**src/rtl/lfs_pkg.sv**
```systemverilog
`default_nettype none

package lfs_pkg;

    // timing and output scaling
    localparam int TICK_MS      = 10;
    localparam int PWM_BITS     = 10;
    localparam int PWM_MAX      = (1 << PWM_BITS) - 1;
    localparam int PWM_INT      = PWM_MAX / 255;
    localparam int PWM_FRAC     = PWM_MAX % 255;
    localparam int DIV100_MUL   = 5243;
    localparam int DIV100_SHIFT = 19;

    // pattern positions
    localparam logic [5:0] POS_TOP     = 6'd0;
    localparam logic [5:0] POS_LOOP    = 6'd1;
    localparam logic [5:0] NORMAL_IDLE = 6'd4;
    localparam logic [5:0] POS_TRANS   = 6'd63;

    // one tick runs at most this many pattern steps plus one
    localparam logic [6:0] GUARD_LAST = 7'd127;

    // request codes above this one are dropped
    localparam logic [2:0] REQ_CODE_MAX = 3'd4;

    // register map, selected by paddr[2]
    localparam logic REG_BRIGHTNESS      = 1'b0;
    localparam logic REG_BREATH_INTERVAL = 1'b1;

    localparam logic [6:0]  BRIGHT_RST   = 7'd100;
    localparam logic [15:0] INTERVAL_RST = 16'd1000;

    typedef enum logic [2:0] {
        MODE_OFF     = 3'd0,
        MODE_IDENT   = 3'd1,
        MODE_NORMAL  = 3'd2,
        MODE_LEARN   = 3'd3,
        MODE_RESET   = 3'd4,
        MODE_FACTORY = 3'd5,
        MODE_NONE    = 3'd6
    } t_mode;

    typedef enum logic [3:0] {
        K_TOP     = 4'd0,
        K_BREATH  = 4'd1,
        K_ON      = 4'd2,
        K_OFF     = 4'd3,
        K_FADE    = 4'd4,
        K_WAIT    = 4'd5,
        K_SETNORM = 4'd6,
        K_END     = 4'd7,
        K_TRANS   = 4'd8
    } t_kind;

    typedef enum logic [2:0] {
        S_IDLE,
        S_FETCH,
        S_LERP_GO,
        S_LERP_WAIT,
        S_OUT
    } t_seq_state;

    typedef enum logic [1:0] {
        L_IDLE,
        L_MUL,
        L_DIV,
        L_NEXT
    } t_lerp_state;

    typedef enum logic [1:0] {
        O_IDLE,
        O_MUL,
        O_DIV,
        O_PWM
    } t_out_state;

    typedef struct packed {
        logic [7:0] h;
        logic [7:0] s;
        logic [7:0] v;
    } t_hsv;

    // one control word of the pattern program
    typedef struct packed {
        t_kind      kind;
        logic [7:0] hue;
        logic [7:0] sat;
        logic [7:0] val;
        logic [7:0] ticks;
    } t_op;

    typedef struct packed {
        logic       go;
        t_hsv       from;
        t_hsv       to;
        logic [7:0] index;
        logic [7:0] total;
    } t_lerp_req;

    typedef struct packed {
        t_hsv  color;
        t_mode mode;
    } t_result;

    function automatic logic [7:0] ms_ticks(input int ms);
        int t;
        t = ms / TICK_MS;
        return (t > 255) ? 8'd255 : 8'(t);
    endfunction

    function automatic t_op mk_op(input t_kind kind, input logic [7:0] hue,
                                  input logic [7:0] sat, input logic [7:0] val,
                                  input int ms);
        t_op op;
        op.kind  = kind;
        op.hue   = hue;
        op.sat   = sat;
        op.val   = val;
        op.ticks = ms_ticks(ms);
        return op;
    endfunction

    // identify flash colors: blue, orange, green, red
    function automatic logic [7:0] flash_hue(input logic [1:0] idx);
        logic [7:0] h;
        unique case (idx)
            2'd0:    h = 8'd160;
            2'd1:    h = 8'd32;
            2'd2:    h = 8'd96;
            default: h = 8'd0;
        endcase
        return h;
    endfunction

    // pattern program rom, one table per mode
    function automatic t_op op_rom(input t_mode mode, input logic [5:0] pos);
        t_op        op;
        logic [5:0] k;
        op = mk_op(K_END, 8'd0, 8'd0, 8'd0, 0);
        k  = pos - 6'd1;
        unique case (mode)
            MODE_IDENT: begin
                if (pos == POS_TOP) begin
                    op = mk_op(K_TOP, 8'd0, 8'd0, 8'd0, 0);
                end else if (pos <= 6'd32) begin
                    unique case (k[1:0])
                        2'd0:    op = mk_op(K_ON, flash_hue(k[3:2]), 8'd255, 8'd0, 100);
                        2'd1:    op = mk_op(K_WAIT, 8'd0, 8'd0, 8'd0, 20);
                        2'd2:    op = mk_op(K_OFF, 8'd0, 8'd0, 8'd0, 100);
                        default: op = mk_op(K_WAIT, 8'd0, 8'd0, 8'd0, 20);
                    endcase
                end else if (pos == 6'd33) begin
                    op = mk_op(K_SETNORM, 8'd0, 8'd0, 8'd0, 0);
                end
            end
            MODE_NORMAL: begin
                unique case (pos)
                    6'd0:    op = mk_op(K_TOP, 8'd0, 8'd0, 8'd0, 0);
                    6'd1:    op = mk_op(K_BREATH, 8'd0, 8'd0, 8'd0, 0);
                    6'd2:    op = mk_op(K_ON, 8'd96, 8'd255, 8'd0, 1500);
                    6'd3:    op = mk_op(K_OFF, 8'd0, 8'd0, 8'd0, 1500);
                    6'd4:    op = mk_op(K_WAIT, 8'd0, 8'd0, 8'd0, 20);
                    default: op = mk_op(K_END, 8'd0, 8'd0, 8'd0, 0);
                endcase
            end
            MODE_LEARN: begin
                unique case (pos)
                    6'd0:    op = mk_op(K_TOP, 8'd0, 8'd0, 8'd0, 0);
                    6'd1:    op = mk_op(K_FADE, 8'd0, 8'd200, 8'd255, 100);
                    6'd2:    op = mk_op(K_WAIT, 8'd0, 8'd0, 8'd0, 20);
                    default: op = mk_op(K_END, 8'd0, 8'd0, 8'd0, 0);
                endcase
            end
            MODE_RESET: begin
                unique case (pos)
                    6'd0:    op = mk_op(K_TOP, 8'd0, 8'd0, 8'd0, 0);
                    6'd1:    op = mk_op(K_FADE, 8'd160, 8'd200, 8'd255, 100);
                    6'd2:    op = mk_op(K_WAIT, 8'd0, 8'd0, 8'd0, 200);
                    6'd3:    op = mk_op(K_OFF, 8'd0, 8'd0, 8'd0, 100);
                    6'd4:    op = mk_op(K_WAIT, 8'd0, 8'd0, 8'd0, 180);
                    6'd5:    op = mk_op(K_WAIT, 8'd0, 8'd0, 8'd0, 20);
                    default: op = mk_op(K_END, 8'd0, 8'd0, 8'd0, 0);
                endcase
            end
            MODE_FACTORY: begin
                unique case (pos)
                    6'd0:    op = mk_op(K_TOP, 8'd0, 8'd0, 8'd0, 0);
                    6'd1:    op = mk_op(K_FADE, 8'd0, 8'd200, 8'd255, 100);
                    6'd2:    op = mk_op(K_WAIT, 8'd0, 8'd0, 8'd0, 50);
                    6'd3:    op = mk_op(K_OFF, 8'd0, 8'd0, 8'd0, 100);
                    6'd4:    op = mk_op(K_WAIT, 8'd0, 8'd0, 8'd0, 30);
                    6'd5:    op = mk_op(K_WAIT, 8'd0, 8'd0, 8'd0, 20);
                    default: op = mk_op(K_END, 8'd0, 8'd0, 8'd0, 0);
                endcase
            end
            default: begin
                // off: idle wait only
                unique case (pos)
                    6'd0:    op = mk_op(K_TOP, 8'd0, 8'd0, 8'd0, 0);
                    6'd1:    op = mk_op(K_WAIT, 8'd0, 8'd0, 8'd0, 20);
                    default: op = mk_op(K_END, 8'd0, 8'd0, 8'd0, 0);
                endcase
            end
        endcase
        return op;
    endfunction

endpackage

`default_nettype wire

```
**src/rtl/led_indicator_fade_sequencer.sv**
```systemverilog
`default_nettype none

// Status-LED pattern sequencer.
// Input channel (i_valid/o_ready): each beat is either a 10 ms tick (i_mode = 0)
// or a state request (i_mode = 1, i_requested_state). Every beat gives exactly one
// result beat on the output channel (o_valid/i_ready) with hue, saturation, the
// brightness-scaled value, the PWM duty and the indicator state after that beat.
// Path from the accepting edge to o_valid: a request beat goes straight to the
// result step; a tick steps through its jump words, one a cycle, to a wait or a
// fade step, and a fade step runs the interpolation unit (per channel one
// multiply, eight quotient bits and one write step). The output stage then runs
// scale multiply, divide by 100 and duty map, and takes a new result only once
// it has handed the last one to its output register.
// One beat is worked on at a time; the next beat is accepted the cycle after the
// result is handed to the output stage, even while o_valid waits on i_ready.
// When the receiver stalls, the result register holds, the output stage keeps one
// more result and the sequencer finishes one more beat, then o_ready drops.
// Reset (synchronous, active low) starts in normal mode with the color off and
// the breath timer at zero, so the first tick starts a breath. Brightness resets
// to 100 percent and the breath interval to 1000 ticks, at APB byte addresses
// 0 and 4; the user writes them only while the block is idle; no check enforces it.

module led_indicator_fade_sequencer (
    input  wire logic        i_clk,
    input  wire logic        i_rst_n,
    input  wire logic        i_valid,
    output logic             o_ready,
    input  wire logic        i_mode,
    input  wire logic [2:0]  i_requested_state,
    output logic             o_valid,
    input  wire logic        i_ready,
    output logic [7:0]       o_hue,
    output logic [7:0]       o_saturation,
    output logic [7:0]       o_dimmed_value,
    output logic [9:0]       o_pwm_duty,
    output logic [2:0]       o_indicator_state,
    input  wire logic        psel,
    input  wire logic        penable,
    input  wire logic        pwrite,
    input  wire logic [2:0]  paddr,
    input  wire logic [31:0] pwdata,
    output logic [31:0]      prdata,
    output logic             pready
);

    logic [6:0]  r_bright;
    logic [15:0] r_interval;

    lfs_pkg::t_lerp_req w_lerp;
    logic               w_lerp_done;
    lfs_pkg::t_hsv      w_lerp_color;
    logic               w_load;
    lfs_pkg::t_result   w_result;
    logic               w_out_idle;
    logic               w_wr;

    // configuration registers
    assign pready = 1'b1;
    assign w_wr   = psel && penable && pwrite && pready;

    always_ff @(posedge i_clk) begin
        if (!i_rst_n) begin
            r_bright   <= lfs_pkg::BRIGHT_RST;
            r_interval <= lfs_pkg::INTERVAL_RST;
        end else if (w_wr) begin
            if (paddr[2] == lfs_pkg::REG_BRIGHTNESS) begin
                r_bright <= pwdata[6:0];
            end else begin
                r_interval <= pwdata[15:0];
            end
        end
    end

    assign prdata = (paddr[2] == lfs_pkg::REG_BREATH_INTERVAL) ? {16'd0, r_interval}
                                                                : {25'd0, r_bright};

    // pattern program sequencer
    lfs_sequencer u_seq (
        .i_clk             (i_clk),
        .i_rst_n           (i_rst_n),
        .i_valid           (i_valid),
        .o_ready           (o_ready),
        .i_mode            (i_mode),
        .i_requested_state (i_requested_state),
        .i_interval        (r_interval),
        .o_lerp            (w_lerp),
        .i_lerp_done       (w_lerp_done),
        .i_lerp_color      (w_lerp_color),
        .o_load            (w_load),
        .o_result          (w_result),
        .i_out_idle        (w_out_idle)
    );

    // fade interpolation
    lfs_lerp_unit u_lerp (
        .i_clk   (i_clk),
        .i_rst_n (i_rst_n),
        .i_req   (w_lerp),
        .o_done  (w_lerp_done),
        .o_color (w_lerp_color)
    );

    // brightness scaling, duty mapping and result register
    lfs_out_stage u_out (
        .i_clk             (i_clk),
        .i_rst_n           (i_rst_n),
        .i_load            (w_load),
        .i_result          (w_result),
        .i_brightness      (r_bright),
        .o_idle            (w_out_idle),
        .o_valid           (o_valid),
        .i_ready           (i_ready),
        .o_hue             (o_hue),
        .o_saturation      (o_saturation),
        .o_dimmed_value    (o_dimmed_value),
        .o_pwm_duty        (o_pwm_duty),
        .o_indicator_state (o_indicator_state)
    );

endmodule

`default_nettype wire

```
**src/rtl/lfs_lerp_unit.sv**
```systemverilog
`default_nettype none

module lfs_lerp_unit (
    input  wire logic              i_clk,
    input  wire logic              i_rst_n,
    input  wire lfs_pkg::t_lerp_req i_req,
    output logic                   o_done,
    output lfs_pkg::t_hsv          o_color
);

    lfs_pkg::t_lerp_state r_state, n_state;
    logic [1:0]  r_ch, n_ch;
    logic        r_neg, n_neg;
    logic [15:0] r_rem, n_rem;
    logic [7:0]  r_quo, n_quo;
    logic [2:0]  r_bit, n_bit;
    logic        r_done, n_done;
    lfs_pkg::t_hsv r_res, n_res;

    logic [7:0]  w_from_ch;
    logic [7:0]  w_to_ch;
    logic [7:0]  w_mag;
    logic [15:0] w_trial;
    logic [7:0]  w_sum;

    // channel select
    always_comb begin
        unique case (r_ch)
            2'd0: begin
                w_from_ch = i_req.from.h;
                w_to_ch   = i_req.to.h;
            end
            2'd1: begin
                w_from_ch = i_req.from.s;
                w_to_ch   = i_req.to.s;
            end
            default: begin
                w_from_ch = i_req.from.v;
                w_to_ch   = i_req.to.v;
            end
        endcase
    end

    assign w_mag   = (w_to_ch >= w_from_ch) ? (w_to_ch - w_from_ch) : (w_from_ch - w_to_ch);
    assign w_trial = {8'd0, i_req.total} << r_bit;
    assign w_sum   = r_neg ? (w_from_ch - r_quo) : (w_from_ch + r_quo);

    // control and datapath: multiply, then one quotient bit a cycle
    always_comb begin
        n_state = r_state;
        n_ch    = r_ch;
        n_neg   = r_neg;
        n_rem   = r_rem;
        n_quo   = r_quo;
        n_bit   = r_bit;
        n_done  = 1'b0;
        n_res   = r_res;
        unique case (r_state)
            lfs_pkg::L_IDLE: begin
                if (i_req.go) begin
                    n_ch    = 2'd0;
                    n_state = lfs_pkg::L_MUL;
                end
            end
            lfs_pkg::L_MUL: begin
                n_neg   = w_to_ch < w_from_ch;
                n_rem   = {8'd0, w_mag} * {8'd0, i_req.index};
                n_quo   = 8'd0;
                n_bit   = 3'd7;
                n_state = lfs_pkg::L_DIV;
            end
            lfs_pkg::L_DIV: begin
                if (r_rem >= w_trial) begin
                    n_rem        = r_rem - w_trial;
                    n_quo[r_bit] = 1'b1;
                end
                n_bit = r_bit - 3'd1;
                if (r_bit == 3'd0) begin
                    n_state = lfs_pkg::L_NEXT;
                end
            end
            default: begin
                unique case (r_ch)
                    2'd0:    n_res.h = w_sum;
                    2'd1:    n_res.s = w_sum;
                    default: n_res.v = w_sum;
                endcase
                if (r_ch == 2'd2) begin
                    n_done  = 1'b1;
                    n_state = lfs_pkg::L_IDLE;
                end else begin
                    n_ch    = r_ch + 2'd1;
                    n_state = lfs_pkg::L_MUL;
                end
            end
        endcase
    end

    always_ff @(posedge i_clk) begin
        if (!i_rst_n) begin
            r_state <= lfs_pkg::L_IDLE;
            r_done  <= 1'b0;
        end else begin
            r_state <= n_state;
            r_done  <= n_done;
        end
        r_ch  <= n_ch;
        r_neg <= n_neg;
        r_rem <= n_rem;
        r_quo <= n_quo;
        r_bit <= n_bit;
        r_res <= n_res;
    end

    assign o_done  = r_done;
    assign o_color = r_res;

endmodule

`default_nettype wire

```
**src/rtl/lfs_out_stage.sv**
```systemverilog
`default_nettype none

module lfs_out_stage (
    input  wire logic             i_clk,
    input  wire logic             i_rst_n,
    input  wire logic             i_load,
    input  wire lfs_pkg::t_result i_result,
    input  wire logic [6:0]       i_brightness,
    output logic                  o_idle,
    output logic                  o_valid,
    input  wire logic             i_ready,
    output logic [7:0]            o_hue,
    output logic [7:0]            o_saturation,
    output logic [7:0]            o_dimmed_value,
    output logic [9:0]            o_pwm_duty,
    output logic [2:0]            o_indicator_state
);

    lfs_pkg::t_out_state r_state, n_state;
    lfs_pkg::t_result    r_item;
    logic [14:0] r_prod;
    logic [7:0]  r_dim;
    logic        r_ovalid, n_ovalid;
    logic [7:0]  r_hue, r_sat, r_dimo;
    logic [9:0]  r_pwm;
    logic [2:0]  r_ind;

    logic [27:0] w_scaled;
    logic [8:0]  w_quot;
    logic [15:0] w_frac_x;
    logic [15:0] w_frac_sum;
    logic [17:0] w_pwm_full;
    logic        w_emit;

    // divide by 100 through a reciprocal multiply
    assign w_scaled = {13'd0, r_prod} * 28'(lfs_pkg::DIV100_MUL);
    assign w_quot   = w_scaled[lfs_pkg::DIV100_SHIFT +: 9];

    // duty = dim * PWM_MAX / 255, split into integer and fractional multiples of 255
    assign w_frac_x   = {8'd0, r_dim} * 16'(lfs_pkg::PWM_FRAC);
    assign w_frac_sum = w_frac_x + 16'd1 + (w_frac_x >> 8);
    assign w_pwm_full = {10'd0, r_dim} * 18'(lfs_pkg::PWM_INT) + {10'd0, w_frac_sum[15:8]};

    assign w_emit = (r_state == lfs_pkg::O_PWM) && (!r_ovalid || i_ready);

    // output stage sequencing
    always_comb begin
        n_state  = r_state;
        n_ovalid = r_ovalid;
        if (r_ovalid && i_ready) begin
            n_ovalid = 1'b0;
        end
        unique case (r_state)
            lfs_pkg::O_IDLE: begin
                if (i_load) begin
                    n_state = lfs_pkg::O_MUL;
                end
            end
            lfs_pkg::O_MUL: n_state = lfs_pkg::O_DIV;
            lfs_pkg::O_DIV: n_state = lfs_pkg::O_PWM;
            default: begin
                if (w_emit) begin
                    n_ovalid = 1'b1;
                    n_state  = lfs_pkg::O_IDLE;
                end
            end
        endcase
    end

    always_ff @(posedge i_clk) begin
        if (!i_rst_n) begin
            r_state  <= lfs_pkg::O_IDLE;
            r_ovalid <= 1'b0;
        end else begin
            r_state  <= n_state;
            r_ovalid <= n_ovalid;
        end
        if (i_load && r_state == lfs_pkg::O_IDLE) begin
            r_item <= i_result;
        end
        r_prod <= {7'd0, r_item.color.v} * {8'd0, i_brightness};
        r_dim  <= (w_quot > 9'd255) ? 8'd255 : w_quot[7:0];
        if (w_emit) begin
            r_hue  <= r_item.color.h;
            r_sat  <= r_item.color.s;
            r_dimo <= r_dim;
            r_pwm  <= w_pwm_full[9:0];
            r_ind  <= r_item.mode;
        end
    end

    assign o_idle            = (r_state == lfs_pkg::O_IDLE);
    assign o_valid           = r_ovalid;
    assign o_hue             = r_hue;
    assign o_saturation      = r_sat;
    assign o_dimmed_value    = r_dimo;
    assign o_pwm_duty        = r_pwm;
    assign o_indicator_state = r_ind;

endmodule

`default_nettype wire

```
**src/rtl/lfs_sequencer.sv**
```systemverilog
`default_nettype none

module lfs_sequencer (
    input  wire logic               i_clk,
    input  wire logic               i_rst_n,
    input  wire logic               i_valid,
    output logic                    o_ready,
    input  wire logic               i_mode,
    input  wire logic [2:0]         i_requested_state,
    input  wire logic [15:0]        i_interval,
    output lfs_pkg::t_lerp_req      o_lerp,
    input  wire logic               i_lerp_done,
    input  wire lfs_pkg::t_hsv      i_lerp_color,
    output logic                    o_load,
    output lfs_pkg::t_result        o_result,
    input  wire logic               i_out_idle
);

    lfs_pkg::t_seq_state r_state, n_state;
    lfs_pkg::t_mode      r_mode, n_mode;
    lfs_pkg::t_mode      r_pending, n_pending;
    lfs_pkg::t_hsv       r_cur, n_cur;
    lfs_pkg::t_hsv       r_from, n_from;
    lfs_pkg::t_hsv       r_to, n_to;
    logic [7:0]  r_index, n_index;
    logic [7:0]  r_total, n_total;
    logic [5:0]  r_pos, n_pos;
    logic [7:0]  r_hold, n_hold;
    logic [15:0] r_breath, n_breath;
    logic        r_active, n_active;
    logic [6:0]  r_guard, n_guard;

    lfs_pkg::t_op  w_op;
    lfs_pkg::t_hsv w_start;
    lfs_pkg::t_hsv w_goal;
    logic [7:0]    w_hold;
    logic          w_finish;
    logic          w_cont;
    logic          w_accept;

    assign w_accept = i_valid && o_ready;

    // fetch the control word at the step counter
    always_comb begin
        if (r_pos == lfs_pkg::POS_TRANS) begin
            w_op = lfs_pkg::mk_op(lfs_pkg::K_TRANS, 8'd0, 8'd0, 8'd0, 100);
        end else begin
            w_op = lfs_pkg::op_rom(r_mode, r_pos);
        end
    end

    // fade endpoints for a new fade
    always_comb begin
        w_start = r_cur;
        w_goal  = r_cur;
        case (w_op.kind)
            lfs_pkg::K_ON: begin
                w_start = '{h: w_op.hue, s: w_op.sat, v: 8'd0};
                w_goal  = '{h: w_op.hue, s: w_op.sat, v: 8'd255};
            end
            lfs_pkg::K_FADE: begin
                w_goal = '{h: w_op.hue, s: w_op.sat, v: w_op.val};
            end
            default: begin
                w_goal.v = 8'd0;
            end
        endcase
    end

    assign w_hold = r_active ? r_hold : w_op.ticks;

    // sequencer next state
    always_comb begin
        n_state   = r_state;
        n_mode    = r_mode;
        n_pending = r_pending;
        n_cur     = r_cur;
        n_from    = r_from;
        n_to      = r_to;
        n_index   = r_index;
        n_total   = r_total;
        n_pos     = r_pos;
        n_hold    = r_hold;
        n_breath  = r_breath;
        n_active  = r_active;
        n_guard   = r_guard;
        w_finish  = 1'b0;
        w_cont    = 1'b0;
        o_load    = 1'b0;
        unique case (r_state)
            lfs_pkg::S_IDLE: begin
                if (w_accept) begin
                    if (i_mode) begin
                        if (i_requested_state <= lfs_pkg::REQ_CODE_MAX) begin
                            n_pending = lfs_pkg::t_mode'(i_requested_state + 3'd1);
                        end
                        n_state = lfs_pkg::S_OUT;
                    end else begin
                        if (r_breath != 16'd0) begin
                            n_breath = r_breath - 16'd1;
                        end
                        n_guard = 7'd0;
                        n_state = lfs_pkg::S_FETCH;
                    end
                end
            end
            lfs_pkg::S_FETCH: begin
                unique case (w_op.kind)
                    lfs_pkg::K_TOP: begin
                        w_cont = 1'b1;
                        if (r_pending == lfs_pkg::MODE_NONE) begin
                            n_pos = lfs_pkg::POS_LOOP;
                        end else if (r_pending == r_mode || r_mode == lfs_pkg::MODE_OFF) begin
                            n_mode    = r_pending;
                            n_pending = lfs_pkg::MODE_NONE;
                            n_pos     = lfs_pkg::POS_LOOP;
                        end else begin
                            n_pos = lfs_pkg::POS_TRANS;
                        end
                    end
                    lfs_pkg::K_BREATH: begin
                        w_cont = 1'b1;
                        if (r_breath == 16'd0) begin
                            n_breath = i_interval;
                            n_pos    = r_pos + 6'd1;
                        end else begin
                            n_pos = lfs_pkg::NORMAL_IDLE;
                        end
                    end
                    lfs_pkg::K_SETNORM: begin
                        w_cont = 1'b1;
                        n_mode = lfs_pkg::MODE_NORMAL;
                        n_pos  = lfs_pkg::NORMAL_IDLE;
                    end
                    lfs_pkg::K_END: begin
                        w_cont = 1'b1;
                        n_pos  = lfs_pkg::POS_TOP;
                    end
                    lfs_pkg::K_WAIT: begin
                        if (!r_active && w_op.ticks == 8'd0) begin
                            w_finish = 1'b1;
                            w_cont   = 1'b1;
                        end else begin
                            n_active = 1'b1;
                            n_hold   = w_hold - 8'd1;
                            w_finish = (w_hold == 8'd1);
                            n_state  = lfs_pkg::S_OUT;
                        end
                    end
                    default: begin
                        // fades: on, off, to a color, and the mode-change fade
                        if (!r_active) begin
                            n_from   = w_start;
                            n_to     = w_goal;
                            n_total  = w_op.ticks;
                            n_active = 1'b1;
                            if (w_op.ticks <= 8'd1) begin
                                n_index  = 8'd0;
                                n_cur    = w_goal;
                                w_finish = 1'b1;
                                w_cont   = 1'b1;
                            end else begin
                                n_index = 8'd1;
                                n_state = lfs_pkg::S_LERP_GO;
                            end
                        end else begin
                            n_index = r_index + 8'd1;
                            n_state = lfs_pkg::S_LERP_GO;
                        end
                    end
                endcase
                // bound on pattern steps within one tick
                if (w_cont) begin
                    n_guard = r_guard + 7'd1;
                    if (r_guard == lfs_pkg::GUARD_LAST) begin
                        n_state = lfs_pkg::S_OUT;
                    end
                end
            end
            lfs_pkg::S_LERP_GO: begin
                n_state = lfs_pkg::S_LERP_WAIT;
            end
            lfs_pkg::S_LERP_WAIT: begin
                if (i_lerp_done) begin
                    n_cur    = i_lerp_color;
                    w_finish = (r_index >= r_total);
                    n_state  = lfs_pkg::S_OUT;
                end
            end
            default: begin
                if (i_out_idle) begin
                    o_load  = 1'b1;
                    n_state = lfs_pkg::S_IDLE;
                end
            end
        endcase

        // end of a timed step: advance, or take the mode after the change fade
        if (w_finish) begin
            n_active = 1'b0;
            if (r_pos == lfs_pkg::POS_TRANS) begin
                if (r_pending >= lfs_pkg::MODE_IDENT && r_pending <= lfs_pkg::MODE_FACTORY) begin
                    n_mode = r_pending;
                end
                n_pending = lfs_pkg::MODE_NONE;
                n_pos     = lfs_pkg::POS_LOOP;
            end else begin
                n_pos = r_pos + 6'd1;
            end
        end
    end

    always_ff @(posedge i_clk) begin
        if (!i_rst_n) begin
            r_state   <= lfs_pkg::S_IDLE;
            r_mode    <= lfs_pkg::MODE_NORMAL;
            r_pending <= lfs_pkg::MODE_NONE;
            r_cur     <= '0;
            r_from    <= '0;
            r_to      <= '0;
            r_index   <= 8'd0;
            r_total   <= 8'd0;
            r_pos     <= lfs_pkg::POS_TOP;
            r_hold    <= 8'd0;
            r_breath  <= 16'd0;
            r_active  <= 1'b0;
            r_guard   <= 7'd0;
        end else begin
            r_state   <= n_state;
            r_mode    <= n_mode;
            r_pending <= n_pending;
            r_cur     <= n_cur;
            r_from    <= n_from;
            r_to      <= n_to;
            r_index   <= n_index;
            r_total   <= n_total;
            r_pos     <= n_pos;
            r_hold    <= n_hold;
            r_breath  <= n_breath;
            r_active  <= n_active;
            r_guard   <= n_guard;
        end
    end

    assign o_ready        = (r_state == lfs_pkg::S_IDLE);
    assign o_lerp.go      = (r_state == lfs_pkg::S_LERP_GO);
    assign o_lerp.from    = r_from;
    assign o_lerp.to      = r_to;
    assign o_lerp.index   = r_index;
    assign o_lerp.total   = r_total;
    assign o_result.color = r_cur;
    assign o_result.mode  = r_mode;

    // fade step never runs past its step count
    a_index_bound: assert property (@(posedge i_clk) disable iff (!i_rst_n)
        r_index <= r_total)
        else $error("fade step index beyond step count");

    // an accepted item always starts work
    a_accept_starts: assert property (@(posedge i_clk) disable iff (!i_rst_n)
        w_accept |=> (r_state == lfs_pkg::S_FETCH || r_state == lfs_pkg::S_OUT))
        else $error("accepted item did not start");

    // interpolation result only arrives while waiting for it
    a_lerp_done_wait: assert property (@(posedge i_clk) disable iff (!i_rst_n)
        i_lerp_done |-> r_state == lfs_pkg::S_LERP_WAIT)
        else $error("unexpected interpolation result");

    // the mode register never holds the empty request code
    a_mode_real: assert property (@(posedge i_clk) disable iff (!i_rst_n)
        r_mode != lfs_pkg::MODE_NONE)
        else $error("indicator mode took the empty request code");

endmodule

`default_nettype wire
```
**config.mk**
```make
export PLATFORM = sky130hd
export DESIGN_NAME = led_indicator_fade_sequencer
export DESIGN_NICKNAME = d
export VERILOG_FILES = /design/src/rtl/lfs_pkg.sv /design/src/rtl/led_indicator_fade_sequencer.sv /design/src/rtl/lfs_lerp_unit.sv /design/src/rtl/lfs_out_stage.sv /design/src/rtl/lfs_sequencer.sv
export SDC_FILE = /design/constraint.sdc
export NUM_CORES = 1
export LEC_CHECK = 0
export BUFFER_PORTS_ARGS = -buffer_cell sky130_fd_sc_hd__buf_4
export CAP_MARGIN = 5
export CORE_MARGIN = 1
export CORE_UTILIZATION = 61
export DETAILED_ROUTE_END_ITERATION = 10
export PLACE_DENSITY = 0.85
export SLEW_MARGIN = 20
export SYNTH_ARGS = -nofsm -noshare
export SYNTH_HDL_FRONTEND = slang
export SYNTH_SLANG_ARGS = --single-unit
```
**constraint.sdc**
```tcl
create_clock -name i_clk -period 9.5 [get_ports i_clk]
set_input_delay 1.9 -clock i_clk [delete_from_list [all_inputs] [get_ports i_clk]]
set_output_delay 1.9 -clock i_clk [all_outputs]
set_load 0.02 [all_outputs]
```
-- Word level (Yosys, flattened, before mapping)
Cells that the tools add are included.
- bits in registers: 305
- input bits: 46
- output and inout bits: 72
- word-level logic and storage cells: 306
- add/sub/neg operators: 17
- $mul: 4
- order comparisons: 12
- equality and inequality tests: 51
- shifts and indexed selects: 1
- muxes and demuxes: 106
- bitwise logic cells: 10
- reductions and logical operators: 61
- operators by type and width (kind ; count):
    35-bit case mux with 6 select lines ; 2
    36-bit case mux with 5 select lines ; 1
    35-bit case mux with 5 select lines ; 1
    35-bit case mux with 2 select lines ; 2
    16-bit 2-to-1 mux ; 8
    24-bit 2-to-1 mux ; 5
    36-bit 2-to-1 mux ; 3
    35-bit case mux with 3 select lines ; 1
    3-bit 2-to-1 mux ; 23
    16-bit case mux with 2 select lines ; 2
    8-bit case mux with 2 select lines ; 4
    24-bit case mux with 2 select lines ; 1
    8-bit 2-to-1 mux ; 5
    6-bit 2-to-1 mux ; 6
    33-bit 2-to-1 mux ; 1
    15-bit by 13-bit multiplier with 28-bit output (second input constant) ; 1
    3-bit case mux with 2 select lines ; 4
    6-bit case mux with 4 select lines ; 1
    8-bit case mux with 3 select lines ; 1
    8-bit subtractor ; 3
    7-bit 2-to-1 mux ; 3
    2-bit AND reduction ; 10
    2-bit inequality test (second input constant) ; 9
    16-bit by 2-bit adder with 16-bit output ; 1
    73 further kinds ; 164

-- Longest topological paths before layout
- depth after elaboration: 15
- mapped depth: 34

-- By module
From an unflattened synthesis, not the netlist that was laid out.
- cell total of the unflattened synthesis: 2433
- area, all modules: 23002.1 µm²
- modules (own cells, without submodules) (module ; times used ; cells each ; area each (µm²)):
    lfs_out_stage ; 1 ; 709 ; 8205.4
    lfs_sequencer ; 1 ; 865 ; 6812.8
    lfs_lerp_unit ; 1 ; 726 ; 6734.0
    led_indicator_fade_sequencer ; 1 ; 133 ; 1249.9

-- Worst setup path before layout
Ideal clock, no wire load.
- kind: reg2reg
- from: register u_lerp.r_ch[0]
- to: register u_lerp.r_rem[14], data pin
- library setup time: 0.270 ns
- arrival time: 7.581 ns
- required time: 9.230 ns
- slack: 1.649 ns
- stages on the path, launching flop included: 32
- clock period less this slack: 7.851 ns
- cell sequence: edfxtp_1 -> inv_1 -> ha_1 -> clkbuf_1 -> nor2_1 -> and2_0 -> clkbuf_1 -> a221o_1 -> ha_1 -> nand4_1 -> or4_1 -> o21ai_2 -> mux2_2 -> a22oi_1 -> nand2_1 -> xnor2_1 -> and2_1 -> fa_1 -> inv_1 -> fa_1 -> inv_1 -> fa_1 -> inv_1 -> fa_1 -> inv_1 -> ha_1 -> a2111oi_0 -> o31ai_1 -> a21o_1 -> a21oi_1 -> xor2_1 -> mux2i_1
- longest elaborated chain between the ends: 6
- elaborated cells between the ends (all ways): 10
- classes of those cells: 2 x add/sub; 1 x mul; 1 x order compare; 1 x eq/ne; 4 x mux; 1 x reduce/logical
- RTL lines (what ; line ; text):
    start: declaration ; lfs_lerp_unit.sv:12 ; logic [1:0] r_ch, n_ch;
    start signal: assignment ; lfs_lerp_unit.sv:107 ; r_ch <= n_ch;
    2-bit by 1-bit equality test with 1-bit output / 2-bit zero test (equally long branches) ; lfs_lerp_unit.sv:28 ; unique case (r_ch)
    8-bit case mux with 2 select lines ; lfs_lerp_unit.sv:28 ;
    8-bit subtractor / 8-bit greater-or-equal comparator (equally long branches) ; lfs_lerp_unit.sv:44 ; assign w_mag = (w_to_ch >= w_from_ch) ? (w_to_ch - w_from_ch) : (w_from_ch - w_to_ch);
    8-bit 2-to-1 mux (*) ; lfs_lerp_unit.sv:44 ;
    8-bit by 8-bit multiplier with 16-bit output (*) ; lfs_lerp_unit.sv:67 ; n_rem = {8'd0, w_mag} * {8'd0, i_req.index};
    16-bit case mux with 2 select lines (*) ; lfs_lerp_unit.sv:58 ; unique case (r_state)
    named net u_lerp.n_rem[14] ; lfs_lerp_unit.sv:14 ; logic [15:0] r_rem, n_rem;
    end signal: assignment ; lfs_lerp_unit.sv:109 ; r_rem <= n_rem;
    end: declaration ; lfs_lerp_unit.sv:14 ;
The timed path passes the listed nets; every way through them passes the cells marked *.
A chain may end at the register's enable or synchronous reset.

-- Worst setup path after layout
Same ends and word-level chain as after synthesis.

==> metrics.md <==
| Metric | Value |
|---|---|
| Die width | `194 µm` |
| Register bit count reported by yosys | `296` |
| Met1 WL | `21200 µm` |
| Slowest CP cell | `a2111oi_0` |
| WL/cell | `17.8 µm` |
| Clock tree from TritonCTS | `done` |
| Vias in the first global route | `18100` |
| Hold-critical path depth | `0` |
| Final net count | `2880` |
| Syn Area/Cell | `9.36 µm²` |
| Antenna diodes | `0` |
| Critical path's largest stage delay | `650 ps` |
| Initial antenna violation count | `0` |
| Post-synth EDFFs | `118` |
| Unrepaired setup endpoints after global routing | `no` |
| Met2 WL post-DR | `25400 µm` |
| Most frequently used flop master after synthesis | `dfxtp_1` |
| Status | `complete, but fails checks` |
| Cell Area, Synth | `0.0226 mm²` |
| CP arrival | `9060 ps` |
| Ys async rst share | `0%` |
| Worst skew pair latency | `590 ps` |
| Max FO, Critical Path | `10` |
| Fin crit share | `92.0%` |
| CTS H-tree depth | `1` |
| First-pass DRT Iterations | `9` |
| # rows | `70` |
| Critical R2R Launch | `u_lerp.r_ch[0]` |
| Final Max Slew Viols | `0` |
| Area leader, netlist | `dfxtp_1` |
| CP Capture Type | `register` |
| R2R setup slack | `760 ps` |
| CTS Buf Count | `30` |
| Area Overhead vs Synth | `8.34%` |
| Clock Skew | `20.2 ps` |
| Most common cell after layout, fill and taps aside | `inv_1` |
| Top area cells in the synthesized netlist | `dfxtp_1, edfxtp_1, ha_1` |
| Critical path class | `reg -> reg` |
| Num ports | `118` |
| Final ANT Viol Nets | `0` |
| Clk pin slew, worst setup/hold paths | `70 ps` |
| Hold endpoint | `u_out.o_indicator_state[2]` |
| IO buf count | `82` |
| Total track usage | `27.7%` |
| Share of layout cells above drive strength 1 | `8.51%` |
| Core Area | `0.0365 mm²` |
| CP Data Required Time | `9810 ps` |
| Setup violators final | `0` |
| Die Y | `194 µm` |
| Setup Buffers After CTS | `0` |
| Die area | `0.0378 mm²` |
| Hold wc startpoint | `u_out.r_item[2]` |
| Post-Route WL | `52200 µm` |
| Via count | `17600` |
| Setup TNS | `0 ps` |
| Met3 wire length | `3500 µm` |
| Cell mode on critical path | `inv_1` |
| Yosys cell types | `94` |
| Most frequent cells in the layout | `inv_1, ha_1, nand2_1` |
| HP Class | `reg -> reg` |
| Warnings from Yosys | `0` |
| Reg2Reg Capture Point | `u_lerp.r_rem[14]` |
| Clk buf depth | `3` |
| Clk sinks | `296` |
| Clock root cell | `clkbuf_16` |
| DR top layer | `met4` |
| Starting Density | `61.9%` |
| Max-cap violations | `0` |
| Initial DRC Count | `1486` |
| Vias per cell | `6.00` |
| Post-synth top area share | `15.8%` |
| Max_slew headroom | `27.5%` |
| Detail Placement HPWL | `38900 µm` |
| Sequential share of the synthesized area | `31.5%` |
| Largest net degree at the start of global routing | `94` |
| GP Congestion | `0.949` |
| Startpoint type of the worst setup path | `register` |
| Max frequency | `0.114 GHz` |
| Min cycle time layout | `8740 ps` |
| Remaining DRCs | `2` |
| Final hold vios | `0` |
| Worst-margin pin slew | `1090 ps` |
| First-pass GRT wire length | `86400 µm` |
| Failing checks | `design-rule violations` |
| Cells after synthesis | `2414` |
| Grt total ovfl | `0` |
| R2R cell count | `29` |
[worst max path at each step]
| stage | from | end | slack, ps | depth (start not counted) |
|---|---|---|---|---|
| final | u_lerp.r_ch[0] | u_lerp.r_rem[14] | 760 | 29 |
| after floorplan | u_lerp.r_ch[0] | u_lerp.r_rem[14] | 1650 | 31 |
| after CTS | u_lerp.r_ch[0] | u_lerp.r_rem[14] | 660 | 28 |
| after global routing | u_lerp.r_ch[0] | u_lerp.r_rem[14] | 130 | 29 |
| after global placement | u_lerp.r_ch[0] | u_lerp.r_rem[14] | 910 | 28 |
| after detailed placement | u_lerp.r_ch[0] | u_lerp.r_rem[14] | 700 | 28 |
[stage by stage]
| step | hold slack (ps) | setup slack [ps] | instances | area (µm²) | util, % |
|---|---|---|---|---|---|
| final | 407 | 756 | 2937 | 24500 | 67.0 |
| after global routing | 418 | 132 | 2937 | 24500 | 67.0 |
| after CTS | 404 | 659 | 2937 | 24500 | 67.0 |
| after detailed placement | 405 | 697 | 2881 | 23400 | 64.2 |
| after global placement | 402 | 909 | 2881 | 23400 | 64.2 |
| after floorplan | 400 | 1650 | 2431 | 22700 | - |
[synthesized netlist by cell type (47+ instances only)]
library cell and number:
ha_1 249, inv_1 277, edfxtp_1 118, xnor2_1 68, fa_1 140, dfxtp_1 178
and2_1 84, a21oi_1 173, nand2_1 240, o21ai_0 71, clkbuf_1 78, nor2_1 144
nand3_1 47
[logic make-up after synthesis]
logic type / count (synthesis) / synth area share (%)
AND/OR/NAND/NOR: 720 / 15.8
buffers and inverters: 390 / 6.89
multiplexers: 30 / 1.40
XOR/XNOR: 103 / 3.99
other: 2 / 0.0332
AO/OA/AOI/OAI: 482 / 14.1
adder cells (fa/ha/maj): 391 / 26.3
flip-flops: 296 / 31.5
[state kept, by name (all words and copies together) (netlist names), 6 cells and up]
| register | cells |
|---|---|
| u_seq.o_lerp | 41 |
| u_out.r_item | 27 |
| u_lerp.o_color | 24 |
| u_seq.o_result | 24 |
| r_interval | 16 |
| u_lerp.r_rem | 16 |
| u_seq.r_breath | 16 |
| u_out.r_prod | 15 |
| u_out.o_pwm_duty | 10 |
| u_lerp.r_quo | 8 |
| u_out.o_dimmed_value | 8 |
| u_out.o_hue | 8 |
| u_out.o_saturation | 8 |
| u_out.r_dim | 8 |
| u_seq.r_hold | 8 |
| u_seq.r_index | 8 |
| r_bright | 7 |
| u_seq.r_guard | 7 |
| u_seq.r_pos | 6 |
| u_seq.r_total | 6 |
[per-layer routing]
metal  GRT usage, %  vias up
met2           48.7      716
met4           12.1        0
li1               -     8260
met1           34.0     8491
met5              0        -
met3           3.90      149
[critical path: cells and delay by family (launching register included)]
family / cells / cell delay, ps
buffers and inverters: 6 / 370
xor gates and xnor gates: 2 / 440
AOI/OAI and AO/OA: 7 / 2080
muxes: 2 / 500
and+or+nand+nor: 5 / 1810
DFF: 1 / 380
adders and majority gates: 7 / 2880
[cell type report]
| class | instances | area [µm²] |
|---|---|---|
| Clock buffer | 47 | 920 |
| Clock inverter | 9 | 101 |
| Fill cell | 2699 | 12000 |
| Inverter | 278 | 1040 |
| Multi-Input combinational cell | 1745 | 14000 |
| Sequential cell | 296 | 7110 |
| Tap cell | 468 | 586 |
| Timing Repair Buffer | 94 | 706 |
[timing repair]
item / 4_1_cts / 5_1_grt
hold endpoints to repair: 0 / 0
setup endpoints to repair: 0 / 1
resized for setup: 0 / 2
hold buffers: 0 / 0
Power is not shown: default switching activity piles up to over one toggle a cycle in this logic, so the estimate is an artifact.
